### src/design/ifd_pkg.sv
// ----------------------------------------------------------------------------
// ifd_pkg
// Shared types and constants of the image frame deframer.
// ----------------------------------------------------------------------------
`default_nettype none

package ifd_pkg;

  localparam int unsigned CfgIdxW = 1;

  localparam logic [CfgIdxW-1:0] CFG_MAX_NAME_LEN = 1'd0;
  localparam logic [CfgIdxW-1:0] CFG_MAX_PAY_LEN  = 1'd1;

  localparam logic [15:0] MAX_NAME_LEN_RST = 16'd256;
  localparam logic [31:0] MAX_PAY_LEN_RST  = 32'd20971520;

  localparam logic [2:0] ROLE_HEADER  = 3'd0;
  localparam logic [2:0] ROLE_NAME    = 3'd1;
  localparam logic [2:0] ROLE_PHDR    = 3'd2;
  localparam logic [2:0] ROLE_PAYLOAD = 3'd3;
  localparam logic [2:0] ROLE_DISCARD = 3'd4;

  localparam logic [2:0] ST_BUSY    = 3'd0;
  localparam logic [2:0] ST_GOOD    = 3'd1;
  localparam logic [2:0] ST_NOTJPEG = 3'd2;
  localparam logic [2:0] ST_MAGIC   = 3'd3;
  localparam logic [2:0] ST_NAMELEN = 3'd4;
  localparam logic [2:0] ST_PAYLEN  = 3'd5;

  localparam logic [7:0] MAGIC_0  = 8'h4B;
  localparam logic [7:0] MAGIC_1  = 8'h49;
  localparam logic [7:0] MAGIC_2  = 8'h4D;
  localparam logic [7:0] MAGIC_3  = 8'h47;
  localparam logic [7:0] JPEG_FF  = 8'hFF;
  localparam logic [7:0] JPEG_SOI = 8'hD8;
  localparam logic [7:0] JPEG_EOI = 8'hD9;

  typedef struct packed {
    logic [7:0]  out_byte;
    logic [2:0]  byte_role;
    logic        frame_end;
    logic [2:0]  status;
    logic [31:0] sequence_number;
    logic [15:0] name_length_out;
    logic [31:0] payload_length_out;
  } ifd_result_t;

endpackage

`default_nettype wire

### src/design/ifd_parser.sv
// ----------------------------------------------------------------------------
// ifd_parser
// Frame parser state and the per-beat result logic.
// ----------------------------------------------------------------------------
`default_nettype none

module ifd_parser (
  input  wire logic                 clk,
  input  wire logic                 rst_n,
  input  wire logic                 step,
  input  wire logic [7:0]           data_byte,
  input  wire logic                 connection_start,
  input  wire logic [15:0]          max_name_length,
  input  wire logic [31:0]          max_payload_length,
  output ifd_pkg::ifd_result_t      result
);
  import ifd_pkg::*;

  typedef enum logic [2:0] {
    PH_HEADER,
    PH_NAME,
    PH_PHDR,
    PH_PAYLOAD,
    PH_DISCARD
  } phase_t;

  phase_t      phase_r, phase_nxt, phase_cur;
  logic [31:0] cnt_r, cnt_nxt, cnt_cur;
  logic [15:0] nlen_r, nlen_nxt;
  logic [31:0] pay_len_r, pay_len_nxt;
  logic [31:0] seq_r, seq_nxt;
  logic        smo_r, smo_nxt;
  logic        magic_r, magic_nxt;
  logic [7:0]  prev_r;
  logic [7:0]  magic_byte;
  logic [32:0] cnt_inc;

  always_comb begin
    phase_cur = connection_start ? PH_HEADER : phase_r;
    cnt_cur   = connection_start ? 32'd0 : cnt_r;
    cnt_inc   = {1'b0, cnt_cur} + 33'd1;

    unique case (cnt_cur[1:0])
      2'd0:    magic_byte = MAGIC_0;
      2'd1:    magic_byte = MAGIC_1;
      2'd2:    magic_byte = MAGIC_2;
      default: magic_byte = MAGIC_3;
    endcase

    phase_nxt   = phase_cur;
    cnt_nxt     = cnt_cur;
    nlen_nxt    = nlen_r;
    pay_len_nxt = pay_len_r;
    seq_nxt     = seq_r;
    smo_nxt     = smo_r;
    magic_nxt   = magic_r;

    result.out_byte  = data_byte;
    result.byte_role = ROLE_DISCARD;
    result.frame_end = 1'b0;
    result.status    = ST_BUSY;

    unique case (phase_cur)
      PH_HEADER: begin
        result.byte_role = ROLE_HEADER;
        if (cnt_cur == 32'd0) begin
          nlen_nxt    = 16'd0;
          pay_len_nxt = 32'd0;
          seq_nxt     = 32'd0;
          smo_nxt     = 1'b0;
          magic_nxt   = 1'b1;
        end
        if (cnt_cur < 32'd4) begin
          if (data_byte != magic_byte) begin
            magic_nxt = 1'b0;
          end
          cnt_nxt = cnt_inc[31:0];
        end else if (cnt_cur == 32'd4) begin
          cnt_nxt = cnt_inc[31:0];
        end else begin
          nlen_nxt = {prev_r, data_byte};
          cnt_nxt  = 32'd0;
          if (!magic_nxt) begin
            result.frame_end = 1'b1;
            result.status    = ST_MAGIC;
            phase_nxt        = PH_DISCARD;
          end else if (nlen_nxt == 16'd0 || nlen_nxt > max_name_length) begin
            result.frame_end = 1'b1;
            result.status    = ST_NAMELEN;
            phase_nxt        = PH_DISCARD;
          end else begin
            phase_nxt = PH_NAME;
          end
        end
      end
      PH_NAME: begin
        result.byte_role = ROLE_NAME;
        cnt_nxt          = cnt_inc[31:0];
        if (cnt_inc >= {17'd0, nlen_r}) begin
          cnt_nxt   = 32'd0;
          phase_nxt = PH_PHDR;
        end
      end
      PH_PHDR: begin
        result.byte_role = ROLE_PHDR;
        if (cnt_cur < 32'd4) begin
          pay_len_nxt = {pay_len_r[23:0], data_byte};
        end else begin
          seq_nxt = {seq_r[23:0], data_byte};
        end
        cnt_nxt = cnt_inc[31:0];
        if (cnt_inc >= 33'd8) begin
          cnt_nxt = 32'd0;
          if (pay_len_nxt == 32'd0 || pay_len_nxt > max_payload_length) begin
            result.frame_end = 1'b1;
            result.status    = ST_PAYLEN;
            phase_nxt        = PH_DISCARD;
          end else begin
            phase_nxt = PH_PAYLOAD;
          end
        end
      end
      PH_PAYLOAD: begin
        result.byte_role = ROLE_PAYLOAD;
        if (cnt_cur == 32'd1) begin
          smo_nxt = (prev_r == JPEG_FF) && (data_byte == JPEG_SOI);
        end
        if (cnt_inc >= {1'b0, pay_len_r}) begin
          result.frame_end = 1'b1;
          result.status    = (pay_len_r >= 32'd4 && smo_nxt && prev_r == JPEG_FF &&
                              data_byte == JPEG_EOI) ? ST_GOOD : ST_NOTJPEG;
          phase_nxt        = PH_HEADER;
          cnt_nxt          = 32'd0;
        end else begin
          cnt_nxt = cnt_inc[31:0];
        end
      end
      default: begin
        result.byte_role = ROLE_DISCARD;
        phase_nxt        = PH_DISCARD;
      end
    endcase

    result.sequence_number    = result.frame_end ? seq_nxt : 32'd0;
    result.name_length_out    = result.frame_end ? nlen_nxt : 16'd0;
    result.payload_length_out = result.frame_end ? pay_len_nxt : 32'd0;
  end

  always_ff @(posedge clk) begin
    if (!rst_n) begin
      phase_r   <= PH_HEADER;
      cnt_r     <= 32'd0;
      nlen_r    <= 16'd0;
      pay_len_r <= 32'd0;
      seq_r     <= 32'd0;
      smo_r     <= 1'b0;
      magic_r   <= 1'b1;
      prev_r    <= 8'd0;
    end else if (step) begin
      phase_r   <= phase_nxt;
      cnt_r     <= cnt_nxt;
      nlen_r    <= nlen_nxt;
      pay_len_r <= pay_len_nxt;
      seq_r     <= seq_nxt;
      smo_r     <= smo_nxt;
      magic_r   <= magic_nxt;
      prev_r    <= data_byte;
    end
  end

endmodule

`default_nettype wire

### src/design/image_frame_deframer.sv
// ----------------------------------------------------------------------------
// image_frame_deframer
// Parses a byte stream into frames and tags every byte with its role.
// Each accepted byte's result beat is registered and shows the next cycle.
// Throughput: one byte per cycle without out_stall; single result register.
// Reset: synchronous, active low; the parser returns to the frame header
// phase, the output register empties and both maxima take their defaults.
// ----------------------------------------------------------------------------
`default_nettype none

module image_frame_deframer (
  input  wire logic                         clk,
  input  wire logic                         rst_n,
  input  wire logic                         in_valid,
  output logic                              in_stall,
  input  wire logic [7:0]                   in_data_byte,
  input  wire logic                         in_connection_start,
  output logic                              out_valid,
  input  wire logic                         out_stall,
  output logic [7:0]                        out_out_byte,
  output logic [2:0]                        out_byte_role,
  output logic                              out_frame_end,
  output logic [2:0]                        out_status,
  output logic [31:0]                       out_sequence_number,
  output logic [15:0]                       out_name_length_out,
  output logic [31:0]                       out_payload_length_out,
  input  wire logic                         cfg_valid,
  output logic                              cfg_ready,
  input  wire logic [ifd_pkg::CfgIdxW-1:0]  cfg_index,
  input  wire logic [31:0]                  cfg_wdata
);
  import ifd_pkg::*;

  logic [15:0] max_name_r;
  logic [31:0] max_pay_r;
  logic        out_valid_r;
  ifd_result_t res_r;
  ifd_result_t res_nxt;
  logic        accept;

  assign cfg_ready = 1'b1;
  assign in_stall  = out_valid_r && out_stall;
  assign accept    = in_valid && !in_stall;

  ifd_parser u_parser (
    .clk                (clk),
    .rst_n              (rst_n),
    .step               (accept),
    .data_byte          (in_data_byte),
    .connection_start   (in_connection_start),
    .max_name_length    (max_name_r),
    .max_payload_length (max_pay_r),
    .result             (res_nxt)
  );

  always_ff @(posedge clk) begin
    if (!rst_n) begin
      max_name_r <= MAX_NAME_LEN_RST;
      max_pay_r  <= MAX_PAY_LEN_RST;
    end else if (cfg_valid && cfg_ready) begin
      unique case (cfg_index)
        CFG_MAX_NAME_LEN: max_name_r <= cfg_wdata[15:0];
        default:          max_pay_r  <= cfg_wdata;
      endcase
    end
  end

  always_ff @(posedge clk) begin
    if (!rst_n) begin
      out_valid_r <= 1'b0;
    end else if (accept) begin
      out_valid_r <= 1'b1;
    end else if (!out_stall) begin
      out_valid_r <= 1'b0;
    end
  end

  always_ff @(posedge clk) begin
    if (accept) begin
      res_r <= res_nxt;
    end
  end

  assign out_valid              = out_valid_r;
  assign out_out_byte           = res_r.out_byte;
  assign out_byte_role          = res_r.byte_role;
  assign out_frame_end          = res_r.frame_end;
  assign out_status             = res_r.status;
  assign out_sequence_number    = res_r.sequence_number;
  assign out_name_length_out    = res_r.name_length_out;
  assign out_payload_length_out = res_r.payload_length_out;

endmodule

`default_nettype wire
### config.mk
export PLATFORM = sky130hd
export DESIGN_NAME = image_frame_deframer
export DESIGN_NICKNAME = d
export VERILOG_FILES = /design/src/design/ifd_pkg.sv /design/src/design/ifd_parser.sv /design/src/design/image_frame_deframer.sv
export SDC_FILE = /design/constraint.sdc
export NUM_CORES = 1
export LEC_CHECK = 0
export BUFFER_PORTS_ARGS = -buffer_cell sky130_fd_sc_hd__buf_2
export CORE_ASPECT_RATIO = 0.8
export CORE_MARGIN = 2
export CORE_UTILIZATION = 45
export CTS_BUF_LIST = sky130_fd_sc_hd__clkbuf_2 sky130_fd_sc_hd__clkbuf_4 sky130_fd_sc_hd__clkbuf_8
export DETAILED_ROUTE_END_ITERATION = 10
export SLEW_MARGIN = 20
export SYNTH_ARGS = -nofsm -noshare
export SYNTH_HDL_FRONTEND = slang
export SYNTH_HIERARCHICAL = 1
export SYNTH_SLANG_ARGS = --single-unit
### constraint.sdc
create_clock -name clk -period 7.2 [get_ports clk]
set_input_delay 0.36 -clock clk [delete_from_list [all_inputs] [get_ports clk]]
set_output_delay 0.36 -clock clk [all_outputs]
set_load 0.03 [all_outputs]
* After elaboration in Yosys (flattened, before gate mapping)
Index checks and enable logic that the tools add are counted.
** Storage, ports and cells
- Latch bits :: 0
- Bits in writable memories :: 0
- Memories :: 0
- Register bits after elaboration :: 269
- Memory bits (read-only) :: 0
** Operators by class
- Divide/modulo/power cells :: 0
- $add $sub $neg :: 1
- Bitwise operators :: 1
- Reductions and logical operators :: 19
- Shift-type cells :: 0
- Order comparisons :: 7
- Multipliers :: 0
- Mux-type cells :: 49
- Eq/ne operators :: 13
** Operators with widths (number)
- 2-to-1 mux 32 bit :: 11
- one-hot mux 32 bit (2 select lines) :: 2
- one-hot mux 32 bit (4 select lines) :: 1
- logical NOT 32 bit :: 2
- 2-to-1 mux 16 bit :: 4
- adder 32 x 1 -> 33 bit (second input constant) :: 1
- greater-or-equal comparator 33 x 16 -> 1 bit :: 1
- greater-or-equal comparator 33 x 32 -> 1 bit :: 1
- greater-or-equal comparator 33 x 4 -> 1 bit (second input constant) :: 1
- equality test 32 x 1 -> 1 bit (second input constant) :: 1
- equality test 32 x 3 -> 1 bit (second input constant) :: 1
- greater-or-equal comparator 32 x 3 -> 1 bit (second input constant) :: 1
- greater-than comparator 32 bit :: 1
- < comparator 32 x 3 -> 1 bit (second input constant) :: 1
- 2-to-1 mux 4 bit :: 7
- 2-to-1 mux 3 bit :: 9
- equality test 8 bit (second input constant) :: 3
- one-hot mux 3 bit (4 select lines) :: 2
- one-hot mux 4 bit (3 select lines) :: 2
- greater-than comparator 16 bit :: 1
- logical NOT 16 bit :: 1
- 2-to-1 mux 1 bit :: 9
- != test 8 x 7 -> 1 bit :: 1
- equality test 3 x 2 -> 1 bit (second input constant) :: 2
- 15 further kinds :: 24

* Depth between registers and ports, before layout
- Word-level depth :: 10
- Gate-level depth with buffers :: 22
- Depth with buffers taken out :: 20

* By module
Netlist, hierarchy kept.
** Modules (own cells, without submodules)
- ifd_parser :: seq. area each 2502.4 um2, cells each 1296, times used 1, area each 10221.1 um2
- image_frame_deframer :: seq. area each 3833.7 um2, cells each 299, times used 1, area each 4754.6 um2

* Worst setup path before layout
OpenSTA, ideal clock, no wires.
- Kind :: reg-to-reg
- Start point :: register out_valid_r (netlist: out_valid)
- End point :: register u_parser.nlen_r[10]
- Stages on the path, launching flop included :: 9
- Setup slack :: 0.911 ns
- Path buffers :: 3
- Data required time :: 7.135 ns
- Data arrival time :: 6.223 ns
- Period minus slack after synthesis :: 6.289 ns
- Path through :: dfxtp_1 and2_1 nor2b_1 clkbuf_1 and3_1 buf_1 clkbuf_1 a22oi_1 nor2b_1
** Between the ends
- Cells in the longest elaborated chain, start to end :: 3
** RTL lines
- start: declaration :: line image_frame_deframer.sv:36 : logic out_valid_r;
- start signal: assignment :: line image_frame_deframer.sv:70 : out_valid_r <= 1'b0;
- start signal: assignment :: line image_frame_deframer.sv:72 : out_valid_r <= 1'b1;
- start signal: assignment :: line image_frame_deframer.sv:74 : out_valid_r <= 1'b0;
- logical AND 1 bit :: line image_frame_deframer.sv:42 : assign in_stall = out_valid_r && out_stall;
- named net in_stall :: line image_frame_deframer.sv:15 : output logic in_stall,
- logical NOT 1 bit :: line image_frame_deframer.sv:43 : assign accept = in_valid && !in_stall;
- logical AND 1 bit :: line image_frame_deframer.sv:43
- named net accept :: line image_frame_deframer.sv:39 : logic accept;
- end signal: assignment :: line ifd_parser.sv:162 : nlen_r <= nlen_nxt;
- end: declaration :: line ifd_parser.sv:29 : logic [15:0] nlen_r, nlen_nxt;
The timed path passes the listed nets, and every way through them passes these cells.
A chain may end at the register's enable or synchronous reset.

* Worst setup path after layout
- Start point :: register u_parser.cnt_r[19]
- End point :: register res_r, in the netlist out_sequence_number[3] (data pin)
** Between the ends
- Cells in the longest elaborated chain, start to end :: 9
- Elaborated cells between the ends (all ways) :: 24
** RTL lines
- start: declaration :: line ifd_parser.sv:28 : logic [31:0] cnt_r, cnt_nxt, cnt_cur;
- start signal: assignment :: line ifd_parser.sv:161 : cnt_r <= cnt_nxt;
- 2-to-1 mux 32 bit * :: line ifd_parser.sv:40 : cnt_cur = connection_start ? 32'd0 : cnt_r;
- < comparator 32 x 3 -> 1 bit :: line ifd_parser.sv:73, ifd_parser.sv:106
- 2-to-1 mux 32 bit :: line ifd_parser.sv:106 : if (cnt_cur < 32'd4) begin
- 2-to-1 mux 32 bit :: line ifd_parser.sv:63 : unique case (phase_cur)
- greater-than comparator 32 bit or logical NOT 32 bit (tied branches) :: line ifd_parser.sv:114 : if (pay_len_nxt == 32'd0 || pay_len_nxt > max_payload_length) begin
- logical OR 1 bit :: line ifd_parser.sv:114
- 2-to-1 mux 4 bit :: line ifd_parser.sv:114
- 2-to-1 mux 4 bit :: line ifd_parser.sv:112 : if (cnt_inc >= 33'd8) begin
- one-hot mux 4 bit (3 select lines) :: line ifd_parser.sv:63
- end signal: assignment :: line image_frame_deframer.sv:80 : res_r <= res_nxt;
- end: declaration :: line image_frame_deframer.sv:37 : ifd_result_t res_r;
Every way passes the cells marked *; elsewhere a longest branch is shown, timed or not. The select of a mux whose other input is x is not followed.

==> run summary <==
Status: completed
Synth Register Bits: 269
Pre-antenna DRT Iters: 5
Post-Synth XOR/XNOR Area: 0.0164
Layout cells sized above 1: 0.196
PwrDens: 196 mW/mm^2
Worst Path Required: 7520 ps
Routed vias: 12400
Core area: 0.0326 mm^2
Largest family of logic cells by synthesized area: simple AND/OR/NAND/NOR gates
CP cell instances: nor4_1, nand4_1, o41ai_4, buf_4, buf_4, nand2_1, o21ai_0, ha_1, a2111oi_0, a311o_1, a211oi_1, a211oi_1, buf_4, nand2b_1, a31oi_4, nor3_4, buf_12, nor2_2
DP HPWL: 30.8 mm
Synth top cells by count: dfxtp_1, a22oi_1, nand2_1, inv_1, nor2b_1
Tot GR Track Use: 0.244
Final Hold Viols: 0
Min Clock Period, post-route: 5550 ps
Met3 GRT Util: 0.0469
CTS Buf Count: 44
DR vias/cell: 5.73
RSZ-0062 raised after global routing: false
Hold path cells: 3
Chip width: 208 um
Fin. max-slew vios: 0
Count leader, synth: dfxtp_1
Routed len/inst: 19.9 um
Clk buf depth: 3
GPL Wtd Cong: 0.902
IO Count: 145
FP Rows: 59
Yosys warning total: 6
Gr ovfl total: 0
Setup violations, final: 0
VDD IR max: 0.139 mV
Period utilisation layout: 0.771
Slowest CP cell: nor3_4
Crit Path Class: register to register
Filler cells: 3069
Crit path top cell by count: buf_4
Hold Path Class: input port to register
Final setup TNS: 0 ps
WL final: 43.0 mm
Instance count on the critical path: 18
Syn Area/Cell: 9.39 um^2
Adder-Cell Fraction of Synth Area: 0.0827
Power Total: 3.32 mW
Distinct cells, synth: 84
Primary FF master, synth: dfxtp_1
CP max stage delay: 630 ps
Layout Nets: 1846
Crit path buf inv count: 4
Mux share of post-synthesis cell area: 0.0292
Die area: 0.0348 mm^2
Htree depth: 2
Max Cap Viol: 0
Highest clock rate: 180 MHz
Mapped cell area: 0.0150 mm^2
CP startpoint kind: register
Post-Synth Simple-Gate Area: 0.204
Clock Tree Root: clkbuf_8
Syn Inst Count: 1595
Critical Path Sink Type: register
Clk sinks: 269
CP top delay family: compound AO/OA/AOI/OAI gates
DRT iter0 DRCs: 1044
CP arrival: 5870 ps
R2R depth: 18
Layer with the highest usage: met1
Largest net degree at the start of global routing: 64
Die Y: 167 um
Post-Synthesis Net Count: 1741
CP max FO: 54
Area Growth Syn to Fin: 12.7%
CTS tree: yes
Clk slew on worst S/H paths: 60 ps
Vias in the first global route: 11700
Leak: 6.46 nW
Post-synth EDFFs: 95
Yosys top cell area share: 0.233
Synth area leader: dfxtp_1
Least-Margin Pin Slew: 952 ps
Worst Skew: 28.6 ps
Post-synthesis compound-gate area fraction: 0.175
# DRC: 0
Worst-Skew Late Latency: 580 ps
Met1 Usage GRT: 0.381
Slew headroom: 0.364
Ys async rst share: 0
Antenna violations before repair: 1
Sequential-to-total area share from yosys stat: 0.423
Synth top area cells: dfxtp_1, edfxtp_1, ha_1
DRT antenna net count: 0
First-pass GRT wire length: 67.9 mm
Met2 usage: 0.344
Count of port buffers added during placement: 143
Initial Utilization: 0.459
Post-CTS sizing: 0
## power by group
group | switching [mW] | total, mW | internal (mW)
clock | 0.632 | 1.37 | 0.736
combinational | 0.216 | 0.309 | 0.0931
sequential | 0.0238 | 1.64 | 1.61
total | 0.872 | 3.32 | 2.44
## final timing paths
kind	endpoint	slack [ps]	start
hold / removal	max_pay_r[29]$_SDFFE_PN0P_	40	cfg_wdata[29]
setup / recovery	out_sequence_number[3]$_DFFE_PP_	1650	u_parser/cnt_r[19]$_SDFFE_PN0P_
hold reg to reg	max_pay_r[29]$_SDFFE_PN0P_	460	max_pay_r[29]$_SDFFE_PN0P_
setup reg to reg	out_sequence_number[3]$_DFFE_PP_	1650	u_parser/cnt_r[19]$_SDFFE_PN0P_
## per-stage QoR
| step | hold WS (ps) | utilization | worst slack [ps] | instance area, um^2 | instances |
|---|---|---|---|---|---|
| finish | 39.4 | 0.517 | 1650 | 16900 | 2165 |
| CTS | 2.53 | 0.517 | 1680 | 16900 | 2163 |
| floorplan | 435 | - | 911 | 15000 | 1595 |
| detailed placement | 447 | 0.487 | 1490 | 15900 | 2072 |
| global route | 41.8 | 0.517 | 1220 | 16900 | 2163 |
| global placement | 446 | 0.487 | 1600 | 15900 | 2072 |
## sequential cells by signal, summed over array words and instances, names as in the netlist, 32 cells and up
name / cells
max_pay_r: 32
out_sequence_number: 32
out_payload_length_out: 32
u_parser/pay_len_r: 32
u_parser/seq_r: 32
u_parser/cnt_r: 32
## area by class of cell
type	count	area, um^2	share of cell area
inverter	115	432	0.0256
clock buffer	67	822	0.0487
sequential	269	6340	0.375
tap	427	534	0.0316
timing repair buffer	176	1030	0.0608
multi-input combinational	1094	7650	0.453
clock inverter	15	81.3	0.00482
antenna	2	5.00	0.000296
## what timing repair did
item / in CTS / in global routing
buffers inserted: 0 / 0
endpoints found under the hold margin: 9 / 0
hold buffers: 9 / 0
## worst register-to-register path: cells and delay by family (launching register included)
family / cells / cell delay, ps
flip-flops: 1 / 380
AO/OA/AOI/OAI: 7 / 1740
AND/OR/NAND/NOR: 6 / 1540
adder cells (fa/ha/maj): 1 / 350
buffers and inverters: 4 / 1300
## per-layer routing
| metal | part of all wire | wire (um) | up-vias |
|---|---|---|---|
| li1 | - | - | 5953 |
| met1 | 0.50 | 21700 | 6014 |
| met2 | 0.41 | 17600 | 386 |
| met3 | 0.073 | 3120 | 45 |
| met4 | 0.014 | 599 | 0 |
| met5 | 0 | 0 | - |
## cell families (layout without fill, tap and decap cells)
| family | Yosys count | count (layout) |
|---|---|---|
| and+or+nand+nor | 554 | 554 |
| AOI/OAI and AO/OA | 369 | 369 |
| DFF | 269 | 269 |
| buffers and inverters | 232 | 373 |
| adders and majority gates | 99 | 99 |
| muxes | 43 | 43 |
| xor gates and xnor gates | 28 | 28 |
| other | 1 | 3 |
## cell usage in the layout, fill, tap and decap left out, types with 11 or more instances in the layout
cell,synthesis,routed
a21o_1,16,16
a21oi_1,35,35
a22o_1,28,28
a22oi_1,159,159
and3_1,11,11
buf_2,7,142
buf_4,13,22
clkbuf_4,0,16
clkbuf_8,0,51
dfxtp_1,174,174
edfxtp_1,95,95
ha_1,99,99
inv_1,113,113
mux2i_1,40,40
nand2_1,137,135
nand3_1,32,32
nand4_1,45,45
nor2_1,74,74
nor2_2,59,59
nor2b_1,109,107
nor3_1,12,11
nor4_1,18,18
o21ai_0,67,67
xnor2_1,15,15
xor2_1,13,13
Power figures use the tool's default switching activity.
